<file path="src/rtl/biquad_and_ladder_filter_unit_macros.svh">
// Assertion macros for the biquad / ladder filter unit.
// Used by the top level only; the bodies drop out when NO_ASSERTIONS is defined.
`ifndef BIQUAD_AND_LADDER_FILTER_UNIT_MACROS_SVH
`define BIQUAD_AND_LADDER_FILTER_UNIT_MACROS_SVH

`ifndef NO_ASSERTIONS

// Consequent must hold in the same cycle as the antecedent
`define BLF_ASSERT_SAME(label, ante, cons, msg) \
    label: assert property (@(posedge clk) disable iff (!rst_n) (ante) |-> (cons)) \
        else $error(msg);

// Consequent must hold in the cycle after the antecedent
`define BLF_ASSERT_NEXT(label, ante, cons, msg) \
    label: assert property (@(posedge clk) disable iff (!rst_n) (ante) |=> (cons)) \
        else $error(msg);

`else

`define BLF_ASSERT_SAME(label, ante, cons, msg)
`define BLF_ASSERT_NEXT(label, ante, cons, msg)

`endif

`endif

</file>
<file path="src/rtl/blf_pkg.sv">
// Shared types and fixed constants of the biquad / ladder filter unit.
// No dependencies; used by blf_mac and biquad_and_ladder_filter_unit.
package blf_pkg;

    // Multiplier digit: bits of operand B consumed per cycle
    localparam int MUL_DIGIT = 16;

    // Ladder depth and sequencer sizes
    localparam int LAD_STAGES  = 4;
    localparam int OP_WIDTH    = 4;
    localparam logic [OP_WIDTH-1:0] BIQ_LAST_OP = 4'd4;
    localparam logic [OP_WIDTH-1:0] LAD_LAST_OP = 4'd11;

    // Configuration register indexes
    localparam int CFG_INDEX_WIDTH = 3;
    localparam logic [CFG_INDEX_WIDTH-1:0] CFG_MODE     = 3'd0;
    localparam logic [CFG_INDEX_WIDTH-1:0] CFG_B0       = 3'd1;
    localparam logic [CFG_INDEX_WIDTH-1:0] CFG_B1       = 3'd2;
    localparam logic [CFG_INDEX_WIDTH-1:0] CFG_B2       = 3'd3;
    localparam logic [CFG_INDEX_WIDTH-1:0] CFG_A1       = 3'd4;
    localparam logic [CFG_INDEX_WIDTH-1:0] CFG_A2       = 3'd5;
    localparam logic [CFG_INDEX_WIDTH-1:0] CFG_FEEDBACK = 3'd6;
    localparam logic [CFG_INDEX_WIDTH-1:0] CFG_POLE     = 3'd7;

    // Filter modes
    localparam logic MODE_BIQUAD = 1'b0;
    localparam logic MODE_LADDER = 1'b1;

    // Sequencer states
    typedef enum logic [1:0] {
        ST_IDLE,
        ST_ISSUE,
        ST_WAIT
    } state_t;

    // Accumulator setup when a multiply starts
    typedef enum logic [1:0] {
        INIT_KEEP,
        INIT_ZERO,
        INIT_SAMPLE
    } acc_init_t;

    // Operand A sources
    typedef enum logic [3:0] {
        A_B0,
        A_B1,
        A_B2,
        A_A1,
        A_A2,
        A_FEEDBACK,
        A_SUM,
        A_GAIN,
        A_Y,
        A_CUBE
    } a_sel_t;

    // Operand B sources
    typedef enum logic [3:0] {
        B_X,
        B_XH0,
        B_XH1,
        B_YH0,
        B_YH1,
        B_STAGE,
        B_POLE,
        B_Y,
        B_SIXTH
    } b_sel_t;

    // Action taken once the accumulator is settled
    typedef enum logic [2:0] {
        POST_NONE,
        POST_BIQ_OUT,
        POST_LAD_U,
        POST_LAD_STAGE,
        POST_SHAPE_C,
        POST_SHAPE_OUT
    } post_t;

    // Decoded micro-op
    typedef struct packed {
        a_sel_t    a_sel;
        b_sel_t    b_sel;
        logic      neg_a;
        acc_init_t acc_init;
        post_t     post;
    } op_ctrl_t;

    // Command from the sequencer to the multiply-accumulate unit
    typedef struct packed {
        logic      start;
        acc_init_t init;
    } mac_cmd_t;

endpackage

</file>
<file path="src/rtl/blf_mac.sv">
// Digit-serial multiply-accumulate unit shared by all filter products.
// Depends on blf_pkg (MUL_DIGIT, mac_cmd_t, acc_init_t).
module blf_mac #(
    parameter int A_WIDTH    = 40,
    parameter int B_WIDTH    = 32,
    parameter int ACC_WIDTH  = 75,
    parameter int INIT_SHIFT = 24
) (
    input  logic                        clk,
    input  logic                        rst_n,
    input  blf_pkg::mac_cmd_t           cmd,
    input  logic signed [A_WIDTH-1:0]   op_a,
    input  logic signed [B_WIDTH-1:0]   op_b,
    input  logic signed [B_WIDTH-1:0]   init_sample,
    output logic                        busy,
    output logic signed [ACC_WIDTH-1:0] acc
);

    localparam int D   = blf_pkg::MUL_DIGIT;
    localparam int NCH = (B_WIDTH + D - 1) / D;
    localparam int BW  = NCH * D;
    localparam int PW  = A_WIDTH + BW;
    localparam int CW  = $clog2(NCH + 1);

    logic signed [A_WIDTH-1:0]   a_reg;
    logic        [BW-1:0]        b_reg;
    logic signed [PW-1:0]        prod_reg;
    logic signed [ACC_WIDTH-1:0] acc_reg;
    logic        [CW-1:0]        cnt_reg;
    logic                        add_reg;

    logic        [D-1:0]         chunk;
    logic                        first_digit;
    logic signed [D:0]           chunk_s;
    logic signed [A_WIDTH+D:0]   pp;
    logic signed [PW-1:0]        prod_next;
    logic signed [ACC_WIDTH-1:0] acc_next;
    logic signed [ACC_WIDTH-1:0] acc_init_val;

    // Top digit of B, signed only for the most significant one
    assign chunk       = b_reg[BW-1 -: D];
    assign first_digit = (cnt_reg == CW'(NCH));
    assign chunk_s     = {first_digit & chunk[D-1], chunk};
    assign pp          = a_reg * chunk_s;
    assign prod_next   = (prod_reg <<< D) + PW'(pp);

    // Accumulator value on the start edge
    assign acc_init_val = ACC_WIDTH'(init_sample) <<< INIT_SHIFT;

    always_comb
    begin
        acc_next = acc_reg;
        if (cmd.start)
        begin
            unique case (cmd.init)
                blf_pkg::INIT_ZERO:   acc_next = '0;
                blf_pkg::INIT_SAMPLE: acc_next = acc_init_val;
                default:              acc_next = acc_reg;
            endcase
        end
        else if (add_reg)
        begin
            acc_next = acc_reg + ACC_WIDTH'(prod_reg);
        end
    end

    // Digit counter and final add flag
    always_ff @(posedge clk or negedge rst_n)
    begin
        if (!rst_n)
        begin
            cnt_reg <= '0;
            add_reg <= 1'b0;
        end
        else if (cmd.start)
        begin
            cnt_reg <= CW'(NCH);
            add_reg <= 1'b0;
        end
        else if (cnt_reg != '0)
        begin
            cnt_reg <= cnt_reg - CW'(1);
            add_reg <= (cnt_reg == CW'(1));
        end
        else
        begin
            add_reg <= 1'b0;
        end
    end

    // Operands, partial product and accumulator
    always_ff @(posedge clk)
    begin
        acc_reg <= acc_next;
        if (cmd.start)
        begin
            a_reg    <= op_a;
            b_reg    <= BW'(op_b);
            prod_reg <= '0;
        end
        else if (cnt_reg != '0)
        begin
            b_reg    <= b_reg << D;
            prod_reg <= prod_next;
        end
    end

    assign busy = (cnt_reg != '0) || add_reg;
    assign acc  = acc_reg;

endmodule

</file>
<file path="src/rtl/biquad_and_ladder_filter_unit.sv">
// Biquad / four-stage resonant ladder filter, one sample in, one sample out.
// Depends on blf_pkg, blf_mac and biquad_and_ladder_filter_unit_macros.svh.
//
//  channel   | direction | handshake                | payload
//  ----------+-----------+--------------------------+-----------------------------
//  s_axis    | in        | s_axis_tvalid/tready     | tdata: sample_in
//  m_axis    | out       | m_axis_tvalid/tready     | tdata: sample_out
//  cfg       | in        | cfg_valid/cfg_ready      | cfg_index, cfg_data
//
// Every product runs through one digit-serial multiplier (16 bits of B per cycle),
// N = ceil(SAMPLE_WIDTH/16) digits; each product passes through issue, the digit
// steps, final add and write-back in turn. s_axis_tready is high only while idle.
// Reset sets b0 to 1.0 and clears the other configuration, the filter history and
// ladder state; no clearing pass. A finished sample waits in the output register;
// the next item is taken meanwhile and only its write-back stalls until m_axis has
// room.
`include "biquad_and_ladder_filter_unit_macros.svh"

module biquad_and_ladder_filter_unit #(
    parameter int SAMPLE_WIDTH = 32,
    parameter int FRAC_BITS    = 24
) (
    input  logic                                   clk,
    input  logic                                   rst_n,
    // sample_in in [SAMPLE_WIDTH-1:0], zero padded to whole bytes
    input  logic [((SAMPLE_WIDTH+7)/8)*8-1:0]      s_axis_tdata,
    input  logic                                   s_axis_tvalid,
    output logic                                   s_axis_tready,
    // sample_out in [SAMPLE_WIDTH-1:0], zero padded to whole bytes
    output logic [((SAMPLE_WIDTH+7)/8)*8-1:0]      m_axis_tdata,
    output logic                                   m_axis_tvalid,
    input  logic                                   m_axis_tready,
    input  logic                                   cfg_valid,
    output logic                                   cfg_ready,
    input  logic [blf_pkg::CFG_INDEX_WIDTH-1:0]    cfg_index,
    input  logic [SAMPLE_WIDTH-1:0]                cfg_data
);

    localparam int TDW  = ((SAMPLE_WIDTH + 7) / 8) * 8;
    localparam int D    = blf_pkg::MUL_DIGIT;
    localparam int NCH  = (SAMPLE_WIDTH + D - 1) / D;
    localparam int AW   = (SAMPLE_WIDTH + 2 > FRAC_BITS + 14) ? SAMPLE_WIDTH + 2
                                                              : FRAC_BITS + 14;
    localparam int ACCW = AW + NCH * D + 3;
    localparam int SW   = ACCW - FRAC_BITS;
    localparam int KW   = SAMPLE_WIDTH + 2;

    localparam logic signed [SW-1:0] S_MAX      = (SW'(1) <<< (SAMPLE_WIDTH - 1)) - SW'(1);
    localparam logic signed [SW-1:0] S_MIN      = -S_MAX - SW'(1);
    localparam logic signed [SW-1:0] Q_TEN      = SW'(10) <<< FRAC_BITS;
    localparam logic signed [SW-1:0] Q_TEN_NEG  = -Q_TEN;
    localparam logic signed [KW-1:0] Q_ONE_K    = KW'(1) <<< FRAC_BITS;
    localparam logic [SAMPLE_WIDTH-1:0] Q_SIXTH =
        SAMPLE_WIDTH'(((64'd1 << FRAC_BITS) + 64'd3) / 64'd6);

    // Saturate a wide signed value to the sample width
    function automatic logic signed [SAMPLE_WIDTH-1:0] sat_w(input logic signed [SW-1:0] v);
        logic signed [SAMPLE_WIDTH-1:0] r;
        priority if (v > S_MAX)
            r = S_MAX[SAMPLE_WIDTH-1:0];
        else if (v < S_MIN)
            r = S_MIN[SAMPLE_WIDTH-1:0];
        else
            r = v[SAMPLE_WIDTH-1:0];
        return r;
    endfunction

    // Sequencer
    blf_pkg::state_t                  state_reg, state_next;
    logic [blf_pkg::OP_WIDTH-1:0]     op_reg, op_next;
    logic [blf_pkg::OP_WIDTH-1:0]     op_m1;
    logic [1:0]                       lidx;
    blf_pkg::op_ctrl_t                op_ctrl;
    logic                             op_final;
    logic                             post_go;
    logic                             out_free;

    // Configuration
    logic                             mode_reg;
    logic signed [SAMPLE_WIDTH-1:0]   coef_b0_reg, coef_b1_reg, coef_b2_reg;
    logic signed [SAMPLE_WIDTH-1:0]   coef_a1_reg, coef_a2_reg;
    logic signed [SAMPLE_WIDTH-1:0]   ladder_feedback_reg, ladder_pole_reg;

    // Filter state
    logic signed [SAMPLE_WIDTH-1:0]   xh_reg [2];
    logic signed [SAMPLE_WIDTH-1:0]   yh_reg [2];
    logic signed [SAMPLE_WIDTH-1:0]   stage_reg [blf_pkg::LAD_STAGES];
    logic signed [SAMPLE_WIDTH-1:0]   prev_reg [blf_pkg::LAD_STAGES];

    // Per-item working registers
    logic signed [SAMPLE_WIDTH-1:0]   x_reg;
    logic signed [SAMPLE_WIDTH-1:0]   k_reg;
    logic signed [SAMPLE_WIDTH-1:0]   u_reg;
    logic signed [AW-1:0]             c_reg;
    logic        [SAMPLE_WIDTH-1:0]   out_data_reg;
    logic                             out_valid_reg;

    // Datapath
    blf_pkg::mac_cmd_t                mac_cmd;
    logic                             mac_busy;
    logic signed [ACCW-1:0]           mac_acc;
    logic signed [AW-1:0]             a_raw, a_op;
    logic signed [SAMPLE_WIDTH-1:0]   b_op;
    logic signed [SW-1:0]             scaled;
    logic signed [SAMPLE_WIDTH-1:0]   scaled_sat;
    logic signed [SAMPLE_WIDTH-1:0]   y_clamped;
    logic signed [SAMPLE_WIDTH-1:0]   shape_out;
    logic signed [KW-1:0]             k_wide;
    logic signed [SAMPLE_WIDTH-1:0]   k_sat;
    logic signed [SW-1:0]             stage3_ext;
    logic                             stage3_in_range;
    logic                             in_accept;

    assign in_accept = s_axis_tvalid && s_axis_tready;
    assign out_free  = !out_valid_reg || m_axis_tready;

    // Ladder stage index: last stage for the feedback product, else (op-1)/2
    assign op_m1 = op_reg - blf_pkg::OP_WIDTH'(1);
    assign lidx  = (op_reg == '0) ? 2'd3 : op_m1[2:1];

    // Micro-op decode
    always_comb
    begin
        op_ctrl = '{a_sel: blf_pkg::A_B0, b_sel: blf_pkg::B_X, neg_a: 1'b0,
                    acc_init: blf_pkg::INIT_ZERO, post: blf_pkg::POST_NONE};
        if (mode_reg == blf_pkg::MODE_BIQUAD)
        begin
            unique case (op_reg)
                4'd0: op_ctrl = '{blf_pkg::A_B0, blf_pkg::B_X, 1'b0,
                                  blf_pkg::INIT_ZERO, blf_pkg::POST_NONE};
                4'd1: op_ctrl = '{blf_pkg::A_B1, blf_pkg::B_XH0, 1'b0,
                                  blf_pkg::INIT_KEEP, blf_pkg::POST_NONE};
                4'd2: op_ctrl = '{blf_pkg::A_B2, blf_pkg::B_XH1, 1'b0,
                                  blf_pkg::INIT_KEEP, blf_pkg::POST_NONE};
                4'd3: op_ctrl = '{blf_pkg::A_A1, blf_pkg::B_YH0, 1'b1,
                                  blf_pkg::INIT_KEEP, blf_pkg::POST_NONE};
                4'd4: op_ctrl = '{blf_pkg::A_A2, blf_pkg::B_YH1, 1'b1,
                                  blf_pkg::INIT_KEEP, blf_pkg::POST_BIQ_OUT};
                default: op_ctrl = '{blf_pkg::A_B0, blf_pkg::B_X, 1'b0,
                                     blf_pkg::INIT_ZERO, blf_pkg::POST_BIQ_OUT};
            endcase
        end
        else
        begin
            unique case (op_reg)
                4'd0: op_ctrl = '{blf_pkg::A_FEEDBACK, blf_pkg::B_STAGE, 1'b1,
                                  blf_pkg::INIT_SAMPLE, blf_pkg::POST_LAD_U};
                4'd1, 4'd3, 4'd5, 4'd7:
                      op_ctrl = '{blf_pkg::A_SUM, blf_pkg::B_POLE, 1'b0,
                                  blf_pkg::INIT_ZERO, blf_pkg::POST_NONE};
                4'd2, 4'd4, 4'd6, 4'd8:
                      op_ctrl = '{blf_pkg::A_GAIN, blf_pkg::B_STAGE, 1'b1,
                                  blf_pkg::INIT_KEEP, blf_pkg::POST_LAD_STAGE};
                4'd9: op_ctrl = '{blf_pkg::A_Y, blf_pkg::B_Y, 1'b0,
                                  blf_pkg::INIT_ZERO, blf_pkg::POST_SHAPE_C};
                4'd10: op_ctrl = '{blf_pkg::A_CUBE, blf_pkg::B_Y, 1'b0,
                                   blf_pkg::INIT_ZERO, blf_pkg::POST_SHAPE_C};
                4'd11: op_ctrl = '{blf_pkg::A_CUBE, blf_pkg::B_SIXTH, 1'b0,
                                   blf_pkg::INIT_ZERO, blf_pkg::POST_SHAPE_OUT};
                default: op_ctrl = '{blf_pkg::A_Y, blf_pkg::B_SIXTH, 1'b0,
                                     blf_pkg::INIT_ZERO, blf_pkg::POST_SHAPE_OUT};
            endcase
        end
    end

    assign op_final = (op_ctrl.post == blf_pkg::POST_BIQ_OUT) ||
                      (op_ctrl.post == blf_pkg::POST_SHAPE_OUT);

    // Operand A select, then optional negation for subtracted terms
    always_comb
    begin
        unique case (op_ctrl.a_sel)
            blf_pkg::A_B0:       a_raw = AW'(coef_b0_reg);
            blf_pkg::A_B1:       a_raw = AW'(coef_b1_reg);
            blf_pkg::A_B2:       a_raw = AW'(coef_b2_reg);
            blf_pkg::A_A1:       a_raw = AW'(coef_a1_reg);
            blf_pkg::A_A2:       a_raw = AW'(coef_a2_reg);
            blf_pkg::A_FEEDBACK: a_raw = AW'(ladder_feedback_reg);
            blf_pkg::A_SUM:      a_raw = AW'(u_reg) + AW'(prev_reg[lidx]);
            blf_pkg::A_GAIN:     a_raw = AW'(k_reg);
            blf_pkg::A_Y:        a_raw = AW'(u_reg);
            blf_pkg::A_CUBE:     a_raw = c_reg;
            default:             a_raw = '0;
        endcase
        a_op = op_ctrl.neg_a ? -a_raw : a_raw;
    end

    // Operand B select
    always_comb
    begin
        unique case (op_ctrl.b_sel)
            blf_pkg::B_X:     b_op = x_reg;
            blf_pkg::B_XH0:   b_op = xh_reg[0];
            blf_pkg::B_XH1:   b_op = xh_reg[1];
            blf_pkg::B_YH0:   b_op = yh_reg[0];
            blf_pkg::B_YH1:   b_op = yh_reg[1];
            blf_pkg::B_STAGE: b_op = stage_reg[lidx];
            blf_pkg::B_POLE:  b_op = ladder_pole_reg;
            blf_pkg::B_Y:     b_op = u_reg;
            blf_pkg::B_SIXTH: b_op = Q_SIXTH;
            default:          b_op = '0;
        endcase
    end

    // Shared multiply-accumulate unit
    blf_mac #(
        .A_WIDTH    (AW),
        .B_WIDTH    (SAMPLE_WIDTH),
        .ACC_WIDTH  (ACCW),
        .INIT_SHIFT (FRAC_BITS)
    ) u_mac (
        .clk         (clk),
        .rst_n       (rst_n),
        .cmd         (mac_cmd),
        .op_a        (a_op),
        .op_b        (b_op),
        .init_sample (x_reg),
        .busy        (mac_busy),
        .acc         (mac_acc)
    );

    // Write-back arithmetic: floor shift, saturate, clamp, shaper output
    assign scaled     = mac_acc[ACCW-1:FRAC_BITS];
    assign scaled_sat = sat_w(scaled);
    always_comb
    begin
        priority if (SW'(scaled_sat) > Q_TEN)
            y_clamped = Q_TEN[SAMPLE_WIDTH-1:0];
        else if (SW'(scaled_sat) < Q_TEN_NEG)
            y_clamped = Q_TEN_NEG[SAMPLE_WIDTH-1:0];
        else
            y_clamped = scaled_sat;
    end
    assign shape_out = sat_w(SW'(u_reg) - scaled);

    // Stage gain k = 2p - 1, saturated
    assign k_wide = (KW'(ladder_pole_reg) <<< 1) - Q_ONE_K;
    assign k_sat  = sat_w(SW'(k_wide));

    // FSM next state
    always_comb
    begin
        state_next = state_reg;
        op_next    = op_reg;
        unique case (state_reg)
            blf_pkg::ST_IDLE:
            begin
                if (in_accept)
                begin
                    state_next = blf_pkg::ST_ISSUE;
                    op_next    = '0;
                end
            end
            blf_pkg::ST_ISSUE:
            begin
                state_next = blf_pkg::ST_WAIT;
            end
            blf_pkg::ST_WAIT:
            begin
                if (post_go)
                begin
                    state_next = op_final ? blf_pkg::ST_IDLE : blf_pkg::ST_ISSUE;
                    op_next    = op_reg + blf_pkg::OP_WIDTH'(1);
                end
            end
            default:
            begin
                state_next = blf_pkg::ST_IDLE;
            end
        endcase
    end

    // FSM outputs
    always_comb
    begin
        s_axis_tready = 1'b0;
        mac_cmd       = '{start: 1'b0, init: blf_pkg::INIT_KEEP};
        post_go       = 1'b0;
        unique case (state_reg)
            blf_pkg::ST_IDLE:
            begin
                s_axis_tready = 1'b1;
            end
            blf_pkg::ST_ISSUE:
            begin
                mac_cmd = '{start: 1'b1, init: op_ctrl.acc_init};
            end
            blf_pkg::ST_WAIT:
            begin
                post_go = !mac_busy && (!op_final || out_free);
            end
            default:
            begin
                s_axis_tready = 1'b0;
            end
        endcase
    end

    // Control, configuration and filter state
    always_ff @(posedge clk or negedge rst_n)
    begin
        if (!rst_n)
        begin
            state_reg           <= blf_pkg::ST_IDLE;
            op_reg              <= '0;
            out_valid_reg       <= 1'b0;
            mode_reg            <= blf_pkg::MODE_BIQUAD;
            coef_b0_reg         <= SAMPLE_WIDTH'(Q_ONE_K);
            coef_b1_reg         <= '0;
            coef_b2_reg         <= '0;
            coef_a1_reg         <= '0;
            coef_a2_reg         <= '0;
            ladder_feedback_reg <= '0;
            ladder_pole_reg     <= '0;
            xh_reg[0]           <= '0;
            xh_reg[1]           <= '0;
            yh_reg[0]           <= '0;
            yh_reg[1]           <= '0;
            for (int i = 0; i < blf_pkg::LAD_STAGES; i++)
            begin
                stage_reg[i] <= '0;
                prev_reg[i]  <= '0;
            end
        end
        else
        begin
            state_reg <= state_next;
            op_reg    <= op_next;

            // Output register: cleared when taken, loaded by the last write-back
            if (post_go && op_final)
                out_valid_reg <= 1'b1;
            else if (m_axis_tready)
                out_valid_reg <= 1'b0;

            // Configuration writes
            if (cfg_valid && cfg_ready)
            begin
                unique case (cfg_index)
                    blf_pkg::CFG_MODE:     mode_reg            <= cfg_data[0];
                    blf_pkg::CFG_B0:       coef_b0_reg         <= cfg_data;
                    blf_pkg::CFG_B1:       coef_b1_reg         <= cfg_data;
                    blf_pkg::CFG_B2:       coef_b2_reg         <= cfg_data;
                    blf_pkg::CFG_A1:       coef_a1_reg         <= cfg_data;
                    blf_pkg::CFG_A2:       coef_a2_reg         <= cfg_data;
                    blf_pkg::CFG_FEEDBACK: ladder_feedback_reg <= cfg_data;
                    blf_pkg::CFG_POLE:     ladder_pole_reg     <= cfg_data;
                    default:               mode_reg            <= mode_reg;
                endcase
            end

            // History and ladder state updates
            if (post_go)
            begin
                if (op_ctrl.post == blf_pkg::POST_BIQ_OUT)
                begin
                    xh_reg[1] <= xh_reg[0];
                    xh_reg[0] <= x_reg;
                    yh_reg[1] <= yh_reg[0];
                    yh_reg[0] <= scaled_sat;
                end
                if (op_ctrl.post == blf_pkg::POST_LAD_STAGE)
                begin
                    prev_reg[lidx]  <= u_reg;
                    stage_reg[lidx] <= y_clamped;
                end
            end
        end
    end

    // Per-item working values
    always_ff @(posedge clk)
    begin
        if (in_accept)
        begin
            x_reg <= $signed(s_axis_tdata[SAMPLE_WIDTH-1:0]);
            k_reg <= k_sat;
        end
        if (post_go)
        begin
            unique case (op_ctrl.post)
                blf_pkg::POST_BIQ_OUT:   out_data_reg <= scaled_sat;
                blf_pkg::POST_LAD_U:     u_reg        <= scaled_sat;
                blf_pkg::POST_LAD_STAGE: u_reg        <= y_clamped;
                blf_pkg::POST_SHAPE_C:   c_reg        <= scaled[AW-1:0];
                blf_pkg::POST_SHAPE_OUT: out_data_reg <= shape_out;
                default:                 c_reg        <= c_reg;
            endcase
        end
    end

    assign m_axis_tdata  = TDW'(out_data_reg);
    assign m_axis_tvalid = out_valid_reg;
    assign cfg_ready     = 1'b1;

    // Last ladder stage must stay inside the clamp window
    assign stage3_ext      = SW'(stage_reg[3]);
    assign stage3_in_range = (stage3_ext <= Q_TEN) && (stage3_ext >= Q_TEN_NEG);

    `BLF_ASSERT_SAME(a_ready_mac_idle, s_axis_tready, !mac_busy, "item taken while MAC busy")
    `BLF_ASSERT_NEXT(a_one_item_at_once, in_accept, !s_axis_tready, "ready right after accept")
    `BLF_ASSERT_SAME(a_stage_clamped, 1'b1, stage3_in_range, "ladder stage out of clamp range")
    `BLF_ASSERT_SAME(a_out_from_wait, $rose(m_axis_tvalid), $past(state_reg == blf_pkg::ST_WAIT), "result loaded outside write-back")

endmodule

</file>
<file path="config.mk">
export PLATFORM = sky130hd
export DESIGN_NAME = biquad_and_ladder_filter_unit
export DESIGN_NICKNAME = d
export VERILOG_FILES = /design/src/rtl/blf_pkg.sv /design/src/rtl/blf_mac.sv /design/src/rtl/biquad_and_ladder_filter_unit.sv
export VERILOG_INCLUDE_DIRS = /design/src /design/src/rtl
export SDC_FILE = /design/constraint.sdc
export NUM_CORES = 2
export LEC_CHECK = 0
export ABC_AREA = 1
export BUFFER_PORTS_ARGS = -buffer_cell sky130_fd_sc_hd__buf_2
export CAP_MARGIN = 20
export CORE_MARGIN = 2
export CORE_UTILIZATION = 45
export CTS_BUF_LIST = sky130_fd_sc_hd__clkbuf_4
export DETAILED_ROUTE_END_ITERATION = 8
export PLACE_DENSITY_LB_ADDON = 0.08
export SYNTH_ARGS = -nofsm -noshare
export SYNTH_HDL_FRONTEND = slang
export SYNTH_SLANG_ARGS = --single-unit
export TNS_END_PERCENT = 50
</file>
<file path="constraint.sdc">
create_clock -name clk -period 8.5 [get_ports clk]
set_input_delay 0.425 -clock clk [delete_from_list [all_inputs] [get_ports clk]]
set_output_delay 0.425 -clock clk [all_outputs]
set_load 0.05 [all_outputs]
</file>
# Word-level counts from Yosys, hierarchy flattened

Memories as Yosys holds them, arrays and structs flattened.
Index checks and enable logic that the tools add are counted.

$add $sub $neg: 9
Multiply operators: 1
Order comparisons: 10
Eq/ne operators: 42
Mux-type cells: 46
Bitwise logic cells: 2
Reductions and logical operators: 39

Operator list:

| kind                                                                   | count |
|---|---|
| 32-bit 2-to-1 mux                                                      | 14 |
| 38-bit one-hot mux with 10 select lines                                | 1 |
| 32-bit one-hot mux with 9 select lines                                 | 1 |
| 128-bit bitwise mux                                                    | 2 |
| 73-bit 2-to-1 mux                                                      | 2 |
| 73-bit one-hot mux with 2 select lines                                 | 1 |
| 32-bit binary-select mux with 2-bit select                             | 2 |
| 32-bit one-hot mux with 2 select lines                                 | 2 |
| 49-bit by 32-bit > comparator with 1-bit output, second input constant | 2 |
| 49-bit by 32-bit < comparator with 1-bit output, second input constant | 2 |
| 73-bit by 70-bit adder with 73-bit output                              | 1 |
| 70-bit by 55-bit adder with 70-bit output                              | 1 |
| 13-bit one-hot mux with 5 select lines                                 | 1 |
| 32-bit demux with 2-bit select                                         | 1 |
| 38-bit by 17-bit multiplier with 55-bit output                         | 1 |
| 32-bit by 49-bit subtractor with 49-bit output                         | 1 |
| 38-bit 2-to-1 mux                                                      | 1 |
| 38-bit negator                                                         | 1 |
| 4-bit by 3-bit equality test with 1-bit output, second input constant  | 9 |
| 34-bit by 32-bit > comparator with 1-bit output, second input constant | 1 |
| 34-bit by 32-bit < comparator with 1-bit output, second input constant | 1 |
| 33-bit by 26-bit subtractor with 34-bit output, second input constant  | 1 |
| 32-bit by 32-bit adder with 33-bit output                              | 1 |
| 32-bit by 29-bit > comparator with 1-bit output, second input constant | 1 |
| 34 further kinds                                                       | 98 |

Register bits after elaboration: 998
ROM bits: 224
Input port bits: 72
Output and inout port bits: 35
Word-level logic and storage cells: 184
Memories kept: 1

Memories:

| memory           | depth | width | read ports | clocked after Yosys merged registers in | write ports | RTL line                             | text |
|---|---|---|---|---|---|---|---|
| (name not given) | 16    | 14    | 1          | 0                                       | 0           | biquad_and_ladder_filter_unit.sv:145 | `unique case (op_reg)` |

# Logic depth before layout (Yosys ltp)

Depth after elaboration: 11
Gate-level depth with buffers: 36

# By module

From an unflattened synthesis, not the netlist that was laid out.

Cells, all modules: 11816
Area total of the unflattened synthesis: 86798.2 µm²

Modules (own cells, without submodules):

| module                        | instances | cells each | area each (µm²) | sequential area each (µm²) |
|---|---|---|---|---|
| biquad_and_ladder_filter_unit | 1         | 5884       | 43693.2         | 20400.8 |
| blf_mac                       | 1         | 5932       | 43105.1         | 5770.5 |

# Least setup slack after synthesis

Ideal clock, no wire load.

Path type: register -> register
Start point: reg op_reg[0] (netlist bit)
End point: reg u_mac.acc_reg[0] (netlist: u_mac.acc[0]) (enable)
Setup time: 0.605 ns
Arrival time: 6.433 ns
Path slack: 1.462 ns
Stages on the path, launching flop included: 9
Buffers on the path: 0
Period minus slack after synthesis: 7.038 ns
Cells stage by stage: dfrtp_1 > inv_1 > ha_1 > ha_1 > nor2_1 > nor3_1 > a31oi_1 > nand2_1 > o21ai_0

Cells in the longest elaborated chain, start to end: 7
Elaborated cells between the ends (all ways): 13
Classes of those cells: eq/ne (7); mux (3); reduce/logical (2); memory (1)

RTL lines:

| what                                                                                         | RTL line                             | text |
|---|---|---|
| start: declaration                                                                           | biquad_and_ladder_filter_unit.sv:70  | `logic [blf_pkg::OP_WIDTH-1:0] op_reg, op_next;` |
| start signal: assignment                                                                     | biquad_and_ladder_filter_unit.sv:328 | `op_reg <= op_next;` |
| parallel branches: the longest is 2 deep, another holds memory 16 x 14 bit                   | --                                   |  |
| 14-bit 2-to-1 mux (*)                                                                        | biquad_and_ladder_filter_unit.sv:126 | `if (mode_reg == blf_pkg::MODE_BIQUAD)` |
| 3-bit 2-to-1 mux (*)                                                                         | biquad_and_ladder_filter_unit.sv:279 | `unique case (state_reg)` |
| 2-bit by 1-bit equality test with 1-bit output / 2-bit equality test (equally long branches) | blf_mac.sv:55                        | `unique case (cmd.init)` |
| 3-bit by 1-bit != test with 1-bit output (no source line) (*)                                | --                                   |  |
| 2-bit AND reduction (no source line) (*)                                                     | --                                   |  |
| end signal: assignment                                                                       | blf_mac.sv:94                        | `acc_reg <= acc_next;` |
| end: declaration                                                                             | blf_mac.sv:28                        | `logic signed [ACC_WIDTH-1:0] acc_reg;` |

Mark *: on every way between the ends.
A chain may end at the register's enable or synchronous reset.

# Final worst setup path

Start point: reg u_mac.b_reg[19]
End point: reg u_mac.prod_reg[56]

Cells in the longest elaborated chain, start to end: 2

RTL lines:

| what                                           | RTL line       | text |
|---|---|---|
| start: declaration                             | blf_mac.sv:26  | `logic [BW-1:0] b_reg;` |
| start signal: assignment                       | blf_mac.sv:98  | `b_reg <= BW'(op_b);` |
| start signal: assignment                       | blf_mac.sv:103 | `b_reg <= b_reg << D;` |
| 38-bit by 17-bit multiplier with 55-bit output | blf_mac.sv:44  | `assign pp = a_reg * chunk_s;` |
| 70-bit by 55-bit adder with 70-bit output      | blf_mac.sv:45  | `assign prod_next = (prod_reg <<< D) + PW'(pp);` |
| end signal: assignment                         | blf_mac.sv:104 | `prod_reg <= prod_next;` |
| end: declaration                               | blf_mac.sv:27  | `logic signed [PW-1:0] prod_reg;` |

No other way between the ends.

==> results.cfg <==
[status]
status = finished clean

[setup_path]
crit_type = reg2reg
critPathArrivalTime_ns = 9.00
required_ns = 9.64
cp_max_fo = 24
cp-start-kind = register
r2r_slack_ns = 0.64
endpoint_kind = register

[floorplan]
num_rows = 159
start_util_pct = 45.3
core_area_sq_um = 188000
die_area_sq_um = 192000
io_pins = 107
die_x_microns = 438
die_h_microns = 438

[route]
dr.pass1.iters = 6
wl_mm = 351
vias = 78000
vias_per_cell = 5.50
drc = 0
wire_per_inst_microns = 24.7
drtIter0Drc = 7685
ant_nets = 0

[placed_design]
dp.final_hpwl_mm = 274
post-place-cells = 13500
port_buffers = 105
gp_congestion = 1.02

[clock_tree]
clk_path_buf_depth = 4
cts.sink_count = 998
worstSkewPairLatency_ns = 1.39
cts_setup_buffers = 0
cts_buffers = 304
htreeDepth = 5
tritoncts = yes
clk_pin_slew_ns = 0.08
cts_root_buf = clkbuf_4

[synthesis]
syn_area_per_cell_sq_um = 7.61
ys_types = 63
synth-edff-count = 309
postSynthCellCount = 11200
yosys_warnings = 0
synth_seq_area_share_pct = 30.8
ys.flop_type = dfrtp_1
ys_ff_latch = 998
ys_async_sr_fraction_pct = 62.0
synth_area_sq_um = 84900
mappedNetlistNets = 12300

[timing]
worst_pin_slew_ns = 1.18
tns_ns = 0
skew_ns = 0.167
final.min_clock_period_ns = 7.86
hold_viol_final = 0
setup_violations = 0
clock.fmax_mhz = 127
drv_slew = 0
slew_headroom_pct = 21.6
fin_crit_sh_pct = 92.5
rsz0062_at_grt = false

[layout]
layout.nets = 12600
syn2layout_area_growth_pct = 10.4
final_cell_mix = 3086 x nand2_1, 2166 x inv_1, 784 x nor2_1
drive_gt1_share_pct = 7.62
final_common_cell = nand2_1
largest_reg_flops = 128
num-fill-cells = 18700
stdcell_count = 14200

[global_routing]
grt_overflow = 0
antenna_found_initial = 24
grt_pass1_wl_mm = 518
grtUsageTotal_pct = 36.7
grt_max_degree = 192
grt_pass1_vias = 77400

[job]
drv_cap = 0

[hold_path]
hold_path.class = in2reg
## routing by layer
metal | track usage [%] | vias up | share of wire, % | wire length, microns
li1 | - | 35600 | - | -
met5 | 0 | - | 0.032 | 111
met3 | 6.20 | 692 | 7.8 | 27300
met1 | 49.7 | 38400 | 42 | 148000
met4 | 17.4 | 18 | 5.2 | 18200
met2 | 57.3 | 3363 | 45 | 158000
## area by class of cell
cell class / instances / area (sq um) / share of cell area [%]
clock buffers: 455 / 3420 / 3.64
well taps: 2495 / 3120 / 3.33
flip-flops and latches: 998 / 26200 / 27.9
inverters: 2207 / 8290 / 8.85
multi-input cells: 7527 / 48800 / 52.0
clock inverters: 61 / 327 / 0.348
repair buffers: 441 / 3630 / 3.87
diodes: 16 / 40.0 / 0.0427
## cells by family after synthesis
group	after synthesis	share of synthesized area, %
and+or+nand+nor	4604	22.0
buffers and inverters	2637	11.9
AOI/OAI and AO/OA	1724	11.5
adders and majority gates	1096	22.7
DFF	998	30.8
xor gates and xnor gates	94	0.969
muxes	8	0.106
other	1	0.00442
## synthesized netlist by cell type, drive strengths merged (132+ instances only)
cell type | instances | area (sq um)
buf | 132 | 719
edfxtp | 309 | 9280
o21ai | 770 | 3890
clkbuf | 298 | 1120
fa | 743 | 14900
inv | 2198 | 8260
dfrtp | 618 | 15500
nand3 | 441 | 2280
a21oi | 524 | 2630
nand2 | 3111 | 11800
nor2 | 825 | 3230
ha | 353 | 4420
## stage by stage
step / hold slack (ns) / setup slack (ns) / util (%) / instance area [sq um]
after floorplan: 0.129 / 1.46 / - / 84900
after global placement: 0.453 / 0.821 / 47.0 / 88200
after detailed placement: 0.459 / 0.815 / 47.0 / 88200
after CTS: 0.0198 / 0.685 / 49.9 / 93700
after global routing: 0.131 / 0.204 / 50.0 / 93700
final: 0.198 / 0.640 / 50.0 / 93700
## critical path, stage by stage, from the launching register on
cell and delay (ns):
edfxtp_1 1.04, nand2_1 0.20, inv_1 0.14, fa_1 0.52
fa_1 0.68, fa_1 0.70, inv_1 0.67, fa_1 0.57
fa_1 0.51, fa_1 0.49, inv_1 0.04, ha_1 0.39
nand2_1 0.11, nor2_1 0.12, inv_1 0.09, nor2_1 0.15
inv_1 0.08, nor2_1 0.35, nand4_1 0.39, nand3_1 0.18
nand3_1 0.08, nand2_1 0.09, inv_1 0.04
## path summary, 6_finish.rpt
kind | start | end | depth (start not counted)
max in group asynchronous | rst_n | yh_reg[33] | 5
hold reg to reg | prev_reg[25] | prev_reg[25] | 2
hold / removal | cfg_valid | mode_reg | 6
min in group asynchronous | rst_n | coef_b2_reg[26] | 4
setup / recovery | u_mac.b_reg[19] | u_mac.prod_reg[56] | 22
setup reg to reg | u_mac.b_reg[19] | u_mac.prod_reg[56] | 22
## repair_timing
action,in CTS,in global routing
resized for setup,0,0
endpoints found under the hold margin,674,0
hold buffers,173,0
Power is not shown: default switching activity piles up to over one toggle a cycle in this logic, so the estimate is an artifact.
